`src/hdl/eeq_pkg.sv`:
```
// ----------------------------------------------------------------------------
// eeq_pkg
// Shared types and constants for the expiring entry queue.
// ----------------------------------------------------------------------------
package eeq_pkg;

  localparam int LIFE_W  = 20;
  localparam int TIME_W  = 64;
  localparam int FIELD_W = 4;

  localparam logic REQ_INSERT = 1'b0;
  localparam logic REQ_TICK   = 1'b1;

  localparam logic [LIFE_W-1:0]  DEFAULT_LIFETIME = 20'd4000;
  localparam logic [FIELD_W-1:0] DEFAULT_VISIBLE  = 4'd3;

  typedef struct packed {
    logic              req_type;
    logic [LIFE_W-1:0] lifetime_ms;
    logic [TIME_W-1:0] now_time;
  } eeq_in_t;

  typedef struct packed {
    logic [FIELD_W-1:0] removed_count;
    logic [FIELD_W-1:0] entry_count;
    logic [FIELD_W-1:0] visible_count;
  } eeq_out_t;

  typedef struct packed {
    logic [TIME_W-1:0] created_at;
    logic [LIFE_W-1:0] lifetime;
  } eeq_entry_t;

  // per-cell control: load takes the broadcast word, shift takes the neighbor
  typedef struct packed {
    logic load;
    logic shift;
  } eeq_cell_ctl_t;

endpackage

```
`src/hdl/eeq_in_if.sv`:
```
// ----------------------------------------------------------------------------
// eeq_in_if
// Input item channel: valid/ready handshake with request payload.
// ----------------------------------------------------------------------------
interface eeq_in_if;
  import eeq_pkg::*;

  logic    valid;
  logic    ready;
  eeq_in_t data;

  modport source (output valid, output data, input ready);
  modport sink   (input valid, input data, output ready);
endinterface

```
`src/hdl/eeq_out_if.sv`:
```
// ----------------------------------------------------------------------------
// eeq_out_if
// Result channel: valid/ready handshake with count payload.
// ----------------------------------------------------------------------------
interface eeq_out_if;
  import eeq_pkg::*;

  logic     valid;
  logic     ready;
  eeq_out_t data;

  modport source (output valid, output data, input ready);
  modport sink   (input valid, input data, output ready);
endinterface

```
`src/hdl/eeq_cfg_if.sv`:
```
// ----------------------------------------------------------------------------
// eeq_cfg_if
// Configuration write channel carrying the visible limit.
// ----------------------------------------------------------------------------
interface eeq_cfg_if;
  import eeq_pkg::*;

  logic               valid;
  logic               ready;
  logic [FIELD_W-1:0] data;

  modport source (output valid, output data, input ready);
  modport sink   (input valid, input data, output ready);
endinterface

```
`src/hdl/eeq_cell.sv`:
```
// ----------------------------------------------------------------------------
// eeq_cell
// One queue slot: holds an entry, loads the broadcast word or its neighbor.
// ----------------------------------------------------------------------------
module eeq_cell (
  input  logic                   clk,
  input  eeq_pkg::eeq_cell_ctl_t ctl,
  input  eeq_pkg::eeq_entry_t    load_data,
  input  eeq_pkg::eeq_entry_t    neigh_data,
  output eeq_pkg::eeq_entry_t    entry
);
  import eeq_pkg::*;

  eeq_entry_t entry_r;
  eeq_entry_t entry_nxt;

  always_comb begin
    if (ctl.load) begin
      entry_nxt = load_data;
    end else if (ctl.shift) begin
      entry_nxt = neigh_data;
    end else begin
      entry_nxt = entry_r;
    end
  end

  always_ff @(posedge clk) begin
    entry_r <= entry_nxt;
  end

  assign entry = entry_r;

endmodule

```
`src/hdl/expiring_entry_queue_unit.sv`:
```
// ----------------------------------------------------------------------------
// expiring_entry_queue_unit
// Insert: result registered the cycle after accept; next item taken once the result is free or read.
// Tick: head of the cell row is checked and rotated once per held entry
//   (an empty queue answers without a sweep); one age compare unit.
// Reset (sync, active low) empties the queue and sets the visible limit to 3.
// ----------------------------------------------------------------------------
module expiring_entry_queue_unit #(
  parameter int DEPTH = 8
) (
  input logic         clk,
  input logic         rst_n,
  eeq_in_if.sink      in_chan,
  eeq_out_if.source   out_chan,
  eeq_cfg_if.sink     cfg_chan
);
  import eeq_pkg::*;

  localparam int CW = $clog2(DEPTH + 1);
  localparam int IW = (DEPTH > 1) ? $clog2(DEPTH) : 1;

  localparam logic ST_IDLE  = 1'b0;
  localparam logic ST_SWEEP = 1'b1;

  logic               state_r, state_nxt;
  logic [CW-1:0]      count_r, count_nxt;
  logic [CW-1:0]      steps_r, steps_nxt;
  logic [CW-1:0]      removed_r, removed_nxt;
  logic [TIME_W-1:0]  now_r, now_nxt;
  logic [FIELD_W-1:0] limit_r;
  logic               out_valid_r, out_valid_nxt;
  eeq_out_t           out_data_r, out_data_nxt;

  eeq_entry_t    cell_q [DEPTH];
  eeq_cell_ctl_t cell_ctl [DEPTH];
  eeq_entry_t    load_data;
  eeq_entry_t    new_entry;
  logic          shift_all;
  logic          load_en;
  logic [CW-1:0] load_pos;
  logic          in_fire;
  logic          finish;
  logic [CW-1:0] fin_removed;
  logic [CW-1:0] fin_count;
  logic [TIME_W-1:0] head_age;
  logic          head_expired;
  logic [FIELD_W-1:0] eff_limit;
  logic [CW+FIELD_W-1:0] cnt_ext, lim_ext, vis_ext, rem_ext;

  // ---- cell row ----
  for (genvar i = 0; i < DEPTH; i++) begin : g_cell
    eeq_entry_t neigh;
    if (i < DEPTH - 1) begin : g_mid
      assign neigh = cell_q[i+1];
    end else begin : g_last
      assign neigh = cell_q[i];
    end
    assign cell_ctl[i].shift = shift_all;
    assign cell_ctl[i].load  = load_en && (load_pos[IW-1:0] == IW'(i));

    eeq_cell u_cell (
      .clk        (clk),
      .ctl        (cell_ctl[i]),
      .load_data  (load_data),
      .neigh_data (neigh),
      .entry      (cell_q[i])
    );
  end

  assign in_chan.ready  = (state_r == ST_IDLE) && (!out_valid_r || out_chan.ready);
  assign in_fire        = in_chan.valid && in_chan.ready;
  assign cfg_chan.ready = 1'b1;

  assign new_entry.created_at = in_chan.data.now_time;
  assign new_entry.lifetime   = (in_chan.data.lifetime_ms == '0) ? DEFAULT_LIFETIME
                                                                 : in_chan.data.lifetime_ms;

  // age check on the head cell only; wraps modulo 2^64
  assign head_age     = now_r - cell_q[0].created_at;
  assign head_expired = head_age >= {{(TIME_W-LIFE_W){1'b0}}, cell_q[0].lifetime};

  always_comb begin
    state_nxt   = state_r;
    count_nxt   = count_r;
    steps_nxt   = steps_r;
    removed_nxt = removed_r;
    now_nxt     = now_r;
    shift_all   = 1'b0;
    load_en     = 1'b0;
    load_pos    = count_r;
    load_data   = new_entry;
    finish      = 1'b0;
    fin_removed = '0;
    fin_count   = count_r;

    unique case (state_r)
      ST_IDLE: begin
        if (in_fire) begin
          if (in_chan.data.req_type == REQ_INSERT) begin
            load_en = 1'b1;
            if (count_r == CW'(DEPTH)) begin
              // full: drop the oldest, append at the last cell
              shift_all = 1'b1;
              load_pos  = CW'(DEPTH - 1);
            end else begin
              count_nxt = count_r + CW'(1);
            end
            finish    = 1'b1;
            fin_count = count_nxt;
          end else if (count_r == '0) begin
            finish    = 1'b1;
            fin_count = '0;
          end else begin
            state_nxt   = ST_SWEEP;
            steps_nxt   = count_r;
            removed_nxt = '0;
            now_nxt     = in_chan.data.now_time;
          end
        end
      end
      ST_SWEEP: begin
        // pop the head; a survivor goes back in behind the current tail
        shift_all = 1'b1;
        if (head_expired) begin
          count_nxt   = count_r - CW'(1);
          removed_nxt = removed_r + CW'(1);
        end else begin
          load_en   = 1'b1;
          load_pos  = count_r - CW'(1);
          load_data = cell_q[0];
        end
        steps_nxt = steps_r - CW'(1);
        if (steps_r == CW'(1)) begin
          finish      = 1'b1;
          fin_removed = removed_nxt;
          fin_count   = count_nxt;
          state_nxt   = ST_IDLE;
        end
      end
      default: begin
        state_nxt = ST_IDLE;
      end
    endcase
  end

  // result formatting: compare at full count width, then keep the low 4 bits
  assign eff_limit = (limit_r == '0) ? DEFAULT_VISIBLE : limit_r;
  assign cnt_ext   = {{FIELD_W{1'b0}}, fin_count};
  assign rem_ext   = {{FIELD_W{1'b0}}, fin_removed};
  assign lim_ext   = {{CW{1'b0}}, eff_limit};
  assign vis_ext   = (cnt_ext < lim_ext) ? cnt_ext : lim_ext;

  always_comb begin
    out_valid_nxt = out_valid_r;
    out_data_nxt  = out_data_r;
    if (finish) begin
      out_valid_nxt              = 1'b1;
      out_data_nxt.removed_count = rem_ext[FIELD_W-1:0];
      out_data_nxt.entry_count   = cnt_ext[FIELD_W-1:0];
      out_data_nxt.visible_count = vis_ext[FIELD_W-1:0];
    end else if (out_chan.ready) begin
      out_valid_nxt = 1'b0;
    end
  end

  always_ff @(posedge clk) begin
    if (!rst_n) begin
      state_r     <= ST_IDLE;
      count_r     <= '0;
      steps_r     <= '0;
      removed_r   <= '0;
      limit_r     <= DEFAULT_VISIBLE;
      out_valid_r <= 1'b0;
    end else begin
      state_r     <= state_nxt;
      count_r     <= count_nxt;
      steps_r     <= steps_nxt;
      removed_r   <= removed_nxt;
      out_valid_r <= out_valid_nxt;
      if (cfg_chan.valid) begin
        limit_r <= cfg_chan.data;
      end
    end
  end

  always_ff @(posedge clk) begin
    now_r      <= now_nxt;
    out_data_r <= out_data_nxt;
  end

  assign out_chan.valid = out_valid_r;
  assign out_chan.data  = out_data_r;

  // ---- checks ----
  a_count_bound: assert property (@(posedge clk) disable iff (!rst_n)
    count_r <= CW'(DEPTH))
    else $error("entry count above depth");

  a_sweep_out_free: assert property (@(posedge clk) disable iff (!rst_n)
    state_r == ST_SWEEP |-> !out_valid_r)
    else $error("result register busy during sweep");

  a_sweep_steps: assert property (@(posedge clk) disable iff (!rst_n)
    state_r == ST_SWEEP |-> (steps_r != '0) && (steps_r <= count_r))
    else $error("sweep step count out of range");

  a_sweep_done: assert property (@(posedge clk) disable iff (!rst_n)
    (state_r == ST_SWEEP) && (steps_r == CW'(1)) |=> out_valid_r && (state_r == ST_IDLE))
    else $error("sweep end did not post a result");

endmodule
```
`src/flat_wrapper.sv`:
```
// flat-port wrapper written by rule: the top's interface ports become plain ports
module expiring_entry_queue_unit_flat import eeq_pkg::*;
#(
  parameter int DEPTH = 8
)
  (clk, rst_n, in_chan_valid, in_chan_data, in_chan_ready, out_chan_valid, out_chan_data, out_chan_ready, cfg_chan_valid, cfg_chan_data, cfg_chan_ready);
  eeq_in_if in_chan_i ();
  eeq_out_if out_chan_i ();
  eeq_cfg_if cfg_chan_i ();
  input logic clk;
  input logic rst_n;
  input wire logic [$bits(in_chan_i.valid)-1:0] in_chan_valid;
  input wire logic [$bits(in_chan_i.data)-1:0] in_chan_data;
  output wire logic [$bits(in_chan_i.ready)-1:0] in_chan_ready;
  output wire logic [$bits(out_chan_i.valid)-1:0] out_chan_valid;
  output wire logic [$bits(out_chan_i.data)-1:0] out_chan_data;
  input wire logic [$bits(out_chan_i.ready)-1:0] out_chan_ready;
  input wire logic [$bits(cfg_chan_i.valid)-1:0] cfg_chan_valid;
  input wire logic [$bits(cfg_chan_i.data)-1:0] cfg_chan_data;
  output wire logic [$bits(cfg_chan_i.ready)-1:0] cfg_chan_ready;
  assign in_chan_i.valid = in_chan_valid;
  assign in_chan_i.data = in_chan_data;
  assign in_chan_ready = in_chan_i.ready;
  assign out_chan_valid = out_chan_i.valid;
  assign out_chan_data = out_chan_i.data;
  assign out_chan_i.ready = out_chan_ready;
  assign cfg_chan_i.valid = cfg_chan_valid;
  assign cfg_chan_i.data = cfg_chan_data;
  assign cfg_chan_ready = cfg_chan_i.ready;
  expiring_entry_queue_unit #(.DEPTH(DEPTH)) u_core (.clk(clk), .rst_n(rst_n), .in_chan(in_chan_i), .out_chan(out_chan_i), .cfg_chan(cfg_chan_i));
endmodule
```
`config.mk`:
```
export PLATFORM = sky130hd
export DESIGN_NAME = expiring_entry_queue_unit_flat
export DESIGN_NICKNAME = d
export VERILOG_FILES = /design/src/hdl/eeq_pkg.sv /design/src/hdl/eeq_in_if.sv /design/src/hdl/eeq_out_if.sv /design/src/hdl/eeq_cfg_if.sv /design/src/hdl/eeq_cell.sv /design/src/hdl/expiring_entry_queue_unit.sv /design/src/flat_wrapper.sv
export SDC_FILE = /design/constraint.sdc
export NUM_CORES = 1
export LEC_CHECK = 0
export ABC_CLOCK_PERIOD_IN_PS = 10150
export BUFFER_PORTS_ARGS = -buffer_cell sky130_fd_sc_hd__buf_2
export CORE_ASPECT_RATIO = 2
export CORE_MARGIN = 2
export CORE_UTILIZATION = 45
export DETAILED_ROUTE_END_ITERATION = 8
export PLACE_DENSITY_LB_ADDON = 0.08
export RECOVER_POWER = 25
export SLEW_MARGIN = 20
export SYNTH_ARGS = -nofsm -noshare
export SYNTH_HDL_FRONTEND = slang
export SYNTH_SLANG_ARGS = --single-unit
```
`constraint.sdc`:
```
create_clock -name clk -period 10.15 [get_ports clk]
set_input_delay 2.03 -clock clk [delete_from_list [all_inputs] [get_ports clk]]
set_output_delay 2.03 -clock clk [all_outputs]
set_load 0.05 [all_outputs]
```
== Word level (Yosys, flattened, before mapping) ==
Cells that the tools add are included.

* Input bits: 94
* Register bits after elaboration: 766
* Output and inout bits: 15

* Reduce and logical (&&, ||, !) cells: 28
* Multiplexer cells: 63
* Add/sub/neg operators: 5
* Bitwise operators: 2
* Magnitude comparators: 2
* Eq/ne operators: 13

{| class="wikitable"
|+ Operators with widths
! cell !! count
|-
| 84-bit 2-to-1 mux || 16
|-
| 4-bit 2-to-1 mux || 17
|-
| 64-bit by 20-bit greater-or-equal comparator with 1-bit output || 1
|-
| 64-bit subtractor || 1
|-
| 4-bit one-hot mux with 2 select lines || 4
|-
| 20-bit logical NOT || 1
|-
| 20-bit 2-to-1 mux || 1
|-
| 1-bit 2-to-1 mux || 16
|-
| 2-bit nonzero test || 8
|-
| 3-bit == test, second input constant || 4
|-
| 3-bit 2-to-1 mux || 4
|-
| 1-bit logical AND || 10
|-
| 4-bit by 1-bit adder with 4-bit output, second input constant || 2
|-
| 4-bit logical NOT || 2
|-
| 1-bit one-hot mux with 2 select lines || 4
|-
| 4-bit by 1-bit subtractor with 4-bit output, second input constant || 2
|-
| 3-bit by 2-bit == test with 1-bit output, second input constant || 2
|-
| 2-bit inequality test, second input constant || 3
|-
| 3-bit one-hot mux with 2 select lines || 1
|-
| 4-bit by 1-bit == test with 1-bit output, second input constant || 1
|-
| 4-bit == test, second input constant || 1
|-
| 4-bit less-than comparator || 1
|-
| 2-bit AND reduction || 2
|-
| 4-bit AND reduction || 1
|-
| other kinds (7) || 8
|}

== Logic depth before layout (Yosys ltp) ==
* Depth after elaboration: 9
* Mapped depth: 31

== Hierarchy ==
A second synthesis with hierarchy kept.

* Cell total of the unflattened synthesis: 2844
* Area total of the unflattened synthesis: 38812.2 sq um

{| class="wikitable"
|+ Modules (own cells, without submodules)
! module !! sequential area each (sq um) !! times used !! area an instance (sq um) !! cells an instance
|-
| eeq_cell || 2522.4 || 8 || 3553.4 || 178
|-
| expiring_entry_queue_unit || 2642.5 || 1 || 10385.0 || 1420
|}

== Least setup slack after synthesis ==
Ideal clock, no wire load.

* Path kind: flip-flop to flip-flop
* Start point: register u_core.now_r[0]
* End point: register u_core.g_cell[7].u_cell.entry_r, in the netlist u_core.g_cell[7].u_cell.entry[0] (enable)
* Buffers on the path: 0
* Data required time: 9.613 ns
* Cell stages (with the launch flop): 25
* Data arrival time: 8.543 ns
* Setup slack: 1.071 ns
* Path through: edfxtp_1 -> inv_1 -> ha_1 -> inv_1 -> fa_1 -> a211oi_2 -> o21ai_1 -> a21oi_2 -> nand2_1 -> a21oi_1 -> xnor2_1 -> ha_1 -> nand2_1 -> o22ai_1 -> a2111oi_0 -> nand4_1 -> nor4_1 -> o211ai_1 -> nor4b_2 -> nand4_1 -> nor4_1 -> nand4b_1 -> o41a_1 -> o31a_4 -> nor2b_1

{| class="wikitable"
|+ RTL lines
! element !! RTL line !! source
|-
| from (decl) || expiring_entry_queue_unit.sv:29 || <nowiki>logic [TIME_W-1:0] now_r, now_nxt;</nowiki>
|-
| from (signal assigned) || expiring_entry_queue_unit.sv:187 || <nowiki>now_r <= now_nxt;</nowiki>
|-
| to (signal assigned) || eeq_cell.sv:28 || <nowiki>entry_r <= entry_nxt;</nowiki>
|-
| to (decl) || eeq_cell.sv:14 || <nowiki>eeq_entry_t entry_r;</nowiki>
|}

== Final worst setup path ==
* Start point: register u_core.now_r[0]
* End point: register u_core.g_cell[6].u_cell.entry_r, in the netlist u_core.g_cell[6].u_cell.entry[39] (enable)

* Cells in the longest elaborated chain, start to end: 7
* Elaborated cells on any way between the ends: 9
* Classes of those cells: add/sub (1); order compare (1); eq/ne (1); mux (4); reduce/logical (2)

{| class="wikitable"
|+ RTL lines
! element !! RTL line !! source
|-
| 64-bit subtractor (*) || expiring_entry_queue_unit.sv:79 || <nowiki>assign head_age = now_r - cell_q[0].created_at;</nowiki>
|-
| 64-bit by 20-bit greater-or-equal comparator with 1-bit output (*) || expiring_entry_queue_unit.sv:80 || <nowiki>assign head_expired = head_age >= {{(TIME_W-LIFE_W){1'b0}}, cell_q[0].lifetime};</nowiki>
|-
| 3-bit 2-to-1 mux || expiring_entry_queue_unit.sv:124 || <nowiki>if (head_expired) begin</nowiki>
|-
| 3-bit one-hot mux with 2 select lines || expiring_entry_queue_unit.sv:96 || <nowiki>unique case (state_r)</nowiki>
|-
| 3-bit == test || expiring_entry_queue_unit.sv:59 || <nowiki>assign cell_ctl[i].load = load_en && (load_pos[IW-1:0] == IW'(i));</nowiki>
|-
| 1-bit logical AND (*) || expiring_entry_queue_unit.sv:59 ||
|-
| 2-bit nonzero test (no source line) (*) || -- ||
|-
| to (signal assigned) || eeq_cell.sv:28 ||
|-
| to (decl) || eeq_cell.sv:14 ||
|}

Mark *: on every way between the ends. The rest lies on a longest branch, timed or not.
A chain may end at the register's enable or synchronous reset.

==> run_results.csv <==
group,metric,value,unit
setup_path,slowest_stage,"nand2_2",
detailed_routing,drt-total-wl,104300,um
die,die_h,416.0,um
global_routing,grt_overflow,0,
clock_tree,clockBufferDepth,3,
clock_tree,cts-root-buf,"clkbuf_16",
detailed_routing,ant_nets,0,
cells_and_area,layout_common_cells,"748 x edfxtp_1, 367 x mux2_2, 196 x nand2_1",
detailed_routing,drcViolationCount,0,
sta,drv_slew,128,
detailed_routing,routed-wl-met2,55660,um
yosys,synth_area_leaders,"edfxtp_1 59%, mux2_2 11%, mux2_4 5.8%, ha_1 3.0%, mux2_1 2.3%",
detailed_routing,via_count,22820,
yosys,ys_types,94,
setup_path,rr_startpoint,"u_core.now_r[0]$_DFFE_PP_",
detailed_routing,top_layer,"met5",
global_routing,grt_start_max_net_pins,85,
cells_and_area,register_area,0.02282,mm^2
yosys,syn_nets,2870,
detailed_routing,met1Wirelength,39850,um
sta,setup_viol,0,
setup_path,r2r_slack,1.01,ns
run,maxCapViolations,4,
setup_path,cp-start-kind,"flip-flop",
global_routing,grt_pass1_wl,155700,um
clock_tree,postCtsHoldBufs,0,
sta,fmax,109.4,MHz
setup_path,critPathLaunch,"u_core.now_r[0]$_DFFE_PP_",
cells_and_area,syn2layout_area_growth,9.352,%
die,io-pin-count,109,
yosys,yosys_register_bits,766,
detailed_routing,first_pass_iters,5,
detailed_routing,wl_per_cell,26.76,um
die,initial_utilization,0.4523,
cells_and_area,nFillCells,7404,
setup_path,path_class,"flip-flop to flip-flop",
run_status,status,"finished with violations",
sta,max_slew.worst_pin.slew,4.333,ns
setup_path,max_stage_delay,1.01,ns
yosys,yosysWarnings,0,
sta,hold_viol_final,0,
sta,fin_crit_sh,0.9004,
sta,fin_skew,0.02568,ns
setup_path,crit_path_max_fanout,40,
sta,fin_crit,9.139,ns
detailed_routing,viasPerCell,5.855,
die,dieWidth,210.0,um
yosys,yosysTopAreaCell,"edfxtp_1",
global_routing,grt_pass1_vias,24070,
setup_path,crit_path_end_kind,"flip-flop",
cells_and_area,layout-drive-gt1-share,0.2509,
hold_path,hp-class,"flip-flop to flip-flop",
yosys,synth_area,0.03820,mm^2
cells_and_area,diodes,0,
detailed_routing,wl_met3,3484,um
clock_tree,tritoncts,"done",
clock_tree,clock_sinks,766,
clock_tree,clk_pin_slew,0.07,ns
setup_path,critPathRequiredTime,10.43,ns
power_and_ir_drop,p_leak,14.63,nW
die,die_area,0.08737,mm^2
place,dp_hpwl,72580,um
setup_path,cpLargestDelayFamily,"simple AND/OR/NAND/NOR gates",
yosys,syn_inst,2683,
clock_tree,cts.htree.levels,3,
sta,slew_headroom,-1.889,
yosys,synth_edf_count,748,
sta,fin_setup_tns,0,ns
die,core_area,0.08445,mm^2
cells_and_area,final_common_cell,"edfxtp_1",
run_status,violations,"capacitance limit, slew limit",
yosys,async_flop_share,0,
power_and_ir_drop,ir_drop,134.6,uV
sta,rsz0062_at_grt,"no",
clock_tree,cts_resized,0,
power_and_ir_drop,total_power,8.633,mW
detailed_routing,drtIter0Drc,1568,
place,portBuffers,107,
place,finalWeightedCongestion,0.9188,
global_routing,antenna_found_initial,4,
cells_and_area,final_net_count,2958,
hold_path,min_from,"u_core.removed_r[3]$_SDFFE_PN0P_",
cells_and_area,multiInputGateArea,0.01412,mm^2
setup_path,worst-path-buf-inv,3,
sta,setup_slack,1.011,ns
clock_tree,cts_buffers,72,
global_routing,grt.total_usage,0.2397,
yosys,ys_seq_area_frac,0.5975,
setup_path,cp.arrival,9.42,ns
yosys,synth.avg_cell_area,14.24,um^2
clock_tree,cts_setup_buffers,0,
yosys,synth_top_cell_area_share,0.5881,
sta,hold_ws,0.5103,ns
power_and_ir_drop,p_per_area,206.7,mW/mm^2
die,fp-row-count,151,
place,place_ws,1.791,ns
clock_tree,clock_latency,0.65,ns
yosys,synthFlopType,"edfxtp_1",
[final cells by class]
| type | count | area share |
|---|---|---|
| multi-input combinational | 1679 | 0.3380 |
| sequential | 766 | 0.5464 |
| clock buffer | 86 | 0.04541 |
| tap | 1071 | 0.03208 |
| clock inverter | 43 | 0.009227 |
| timing repair buffer | 139 | 0.01869 |
| inverter | 113 | 0.01016 |
[Yosys cell counts, types with 12 or more instances]
cell type / count
o21ai_1: 94
nor2_1: 94
nand2_1: 200
ha_1: 92
xor2_1: 13
mux2_2: 368
nand3_1: 17
mux2_1: 78
xnor2_1: 34
o21a_1: 13
nand4_1: 41
nor4_1: 16
dfxtp_1: 18
inv_1: 112
mux2_4: 147
clkbuf_1: 26
a21o_1: 24
nand2b_1: 18
a21oi_1: 110
o21ai_0: 78
o211ai_1: 19
buf_6: 22
edfxtp_1: 748
a21boi_0: 12
nor3_1: 28
buf_2: 51
buf_4: 16
[registers in the layout (all words and copies together) (netlist names)]
name and flops:
u_core.limit_r 4, u_core.out_chan.data 12, u_core.state_r 1, u_core.removed_r 4
u_core.count_r 4, u_core.steps_r 4, u_core.now_r 64, u_core.out_chan.valid 1
u_core.g_cell.u_cell.entry 672
[metal layers]
metal  global-route usage  vias to the layer above
met1               0.2653                    11640
met2               0.4481                      544
li1                     -                    10420
met3              0.02903                      205
met4               0.1207                        6
met5                    0                        -
[kinds of logic (layout without fill, tap and decap cells)]
kind of cell / after synthesis / in the layout / share of synthesized area
simple gates: 482 / 482 / 0.06031
fa+ha+maj: 93 / 93 / 0.03066
compound gates: 452 / 452 / 0.07505
other cells: 1 / 1 / 0.00009818
mux: 604 / 604 / 0.1922
flops: 766 / 766 / 0.5975
xor+xnor: 47 / 47 / 0.01078
buf+inv: 238 / 381 / 0.03345
[path summary, 6_finish.rpt]
kind / end / cells after the start
setup / recovery: u_core.g_cell[6].u_cell.entry[39]$_DFFE_PP_ / 26
hold / removal: u_core.removed_r[3]$_SDFFE_PN0P_ / 2
setup reg to reg: u_core.g_cell[6].u_cell.entry[39]$_DFFE_PP_ / 26
hold reg to reg: u_core.removed_r[3]$_SDFFE_PN0P_ / 2
[where the power goes]
part,total [mW],switching (mW),internal [mW],leakage (nW)
logic,1.90,1.23,0.670,6.55
registers,4.02,0.0936,3.93,6.97
clock network,2.71,1.22,1.50,1.12
[stage by stage]
step	std cells	instance area, um^2	utilization
floorplan	2683	38200	-
global placement	3768	39670	0.4698
detailed placement	3768	39670	0.4698
CTS	3897	41950	0.4968
global route	3897	41770	0.4946
finish	3897	41770	0.4946
[worst reg2reg max path, delay by kind of cell (launching register included)]
family	cells	cell delay [ns]
simple gates	10	3.83
buf+inv	3	0.72
compound gates	9	2.80
fa+ha+maj	3	0.86
flops	1	0.37
xor+xnor	1	0.14
(Power assumes the default switching activity.)
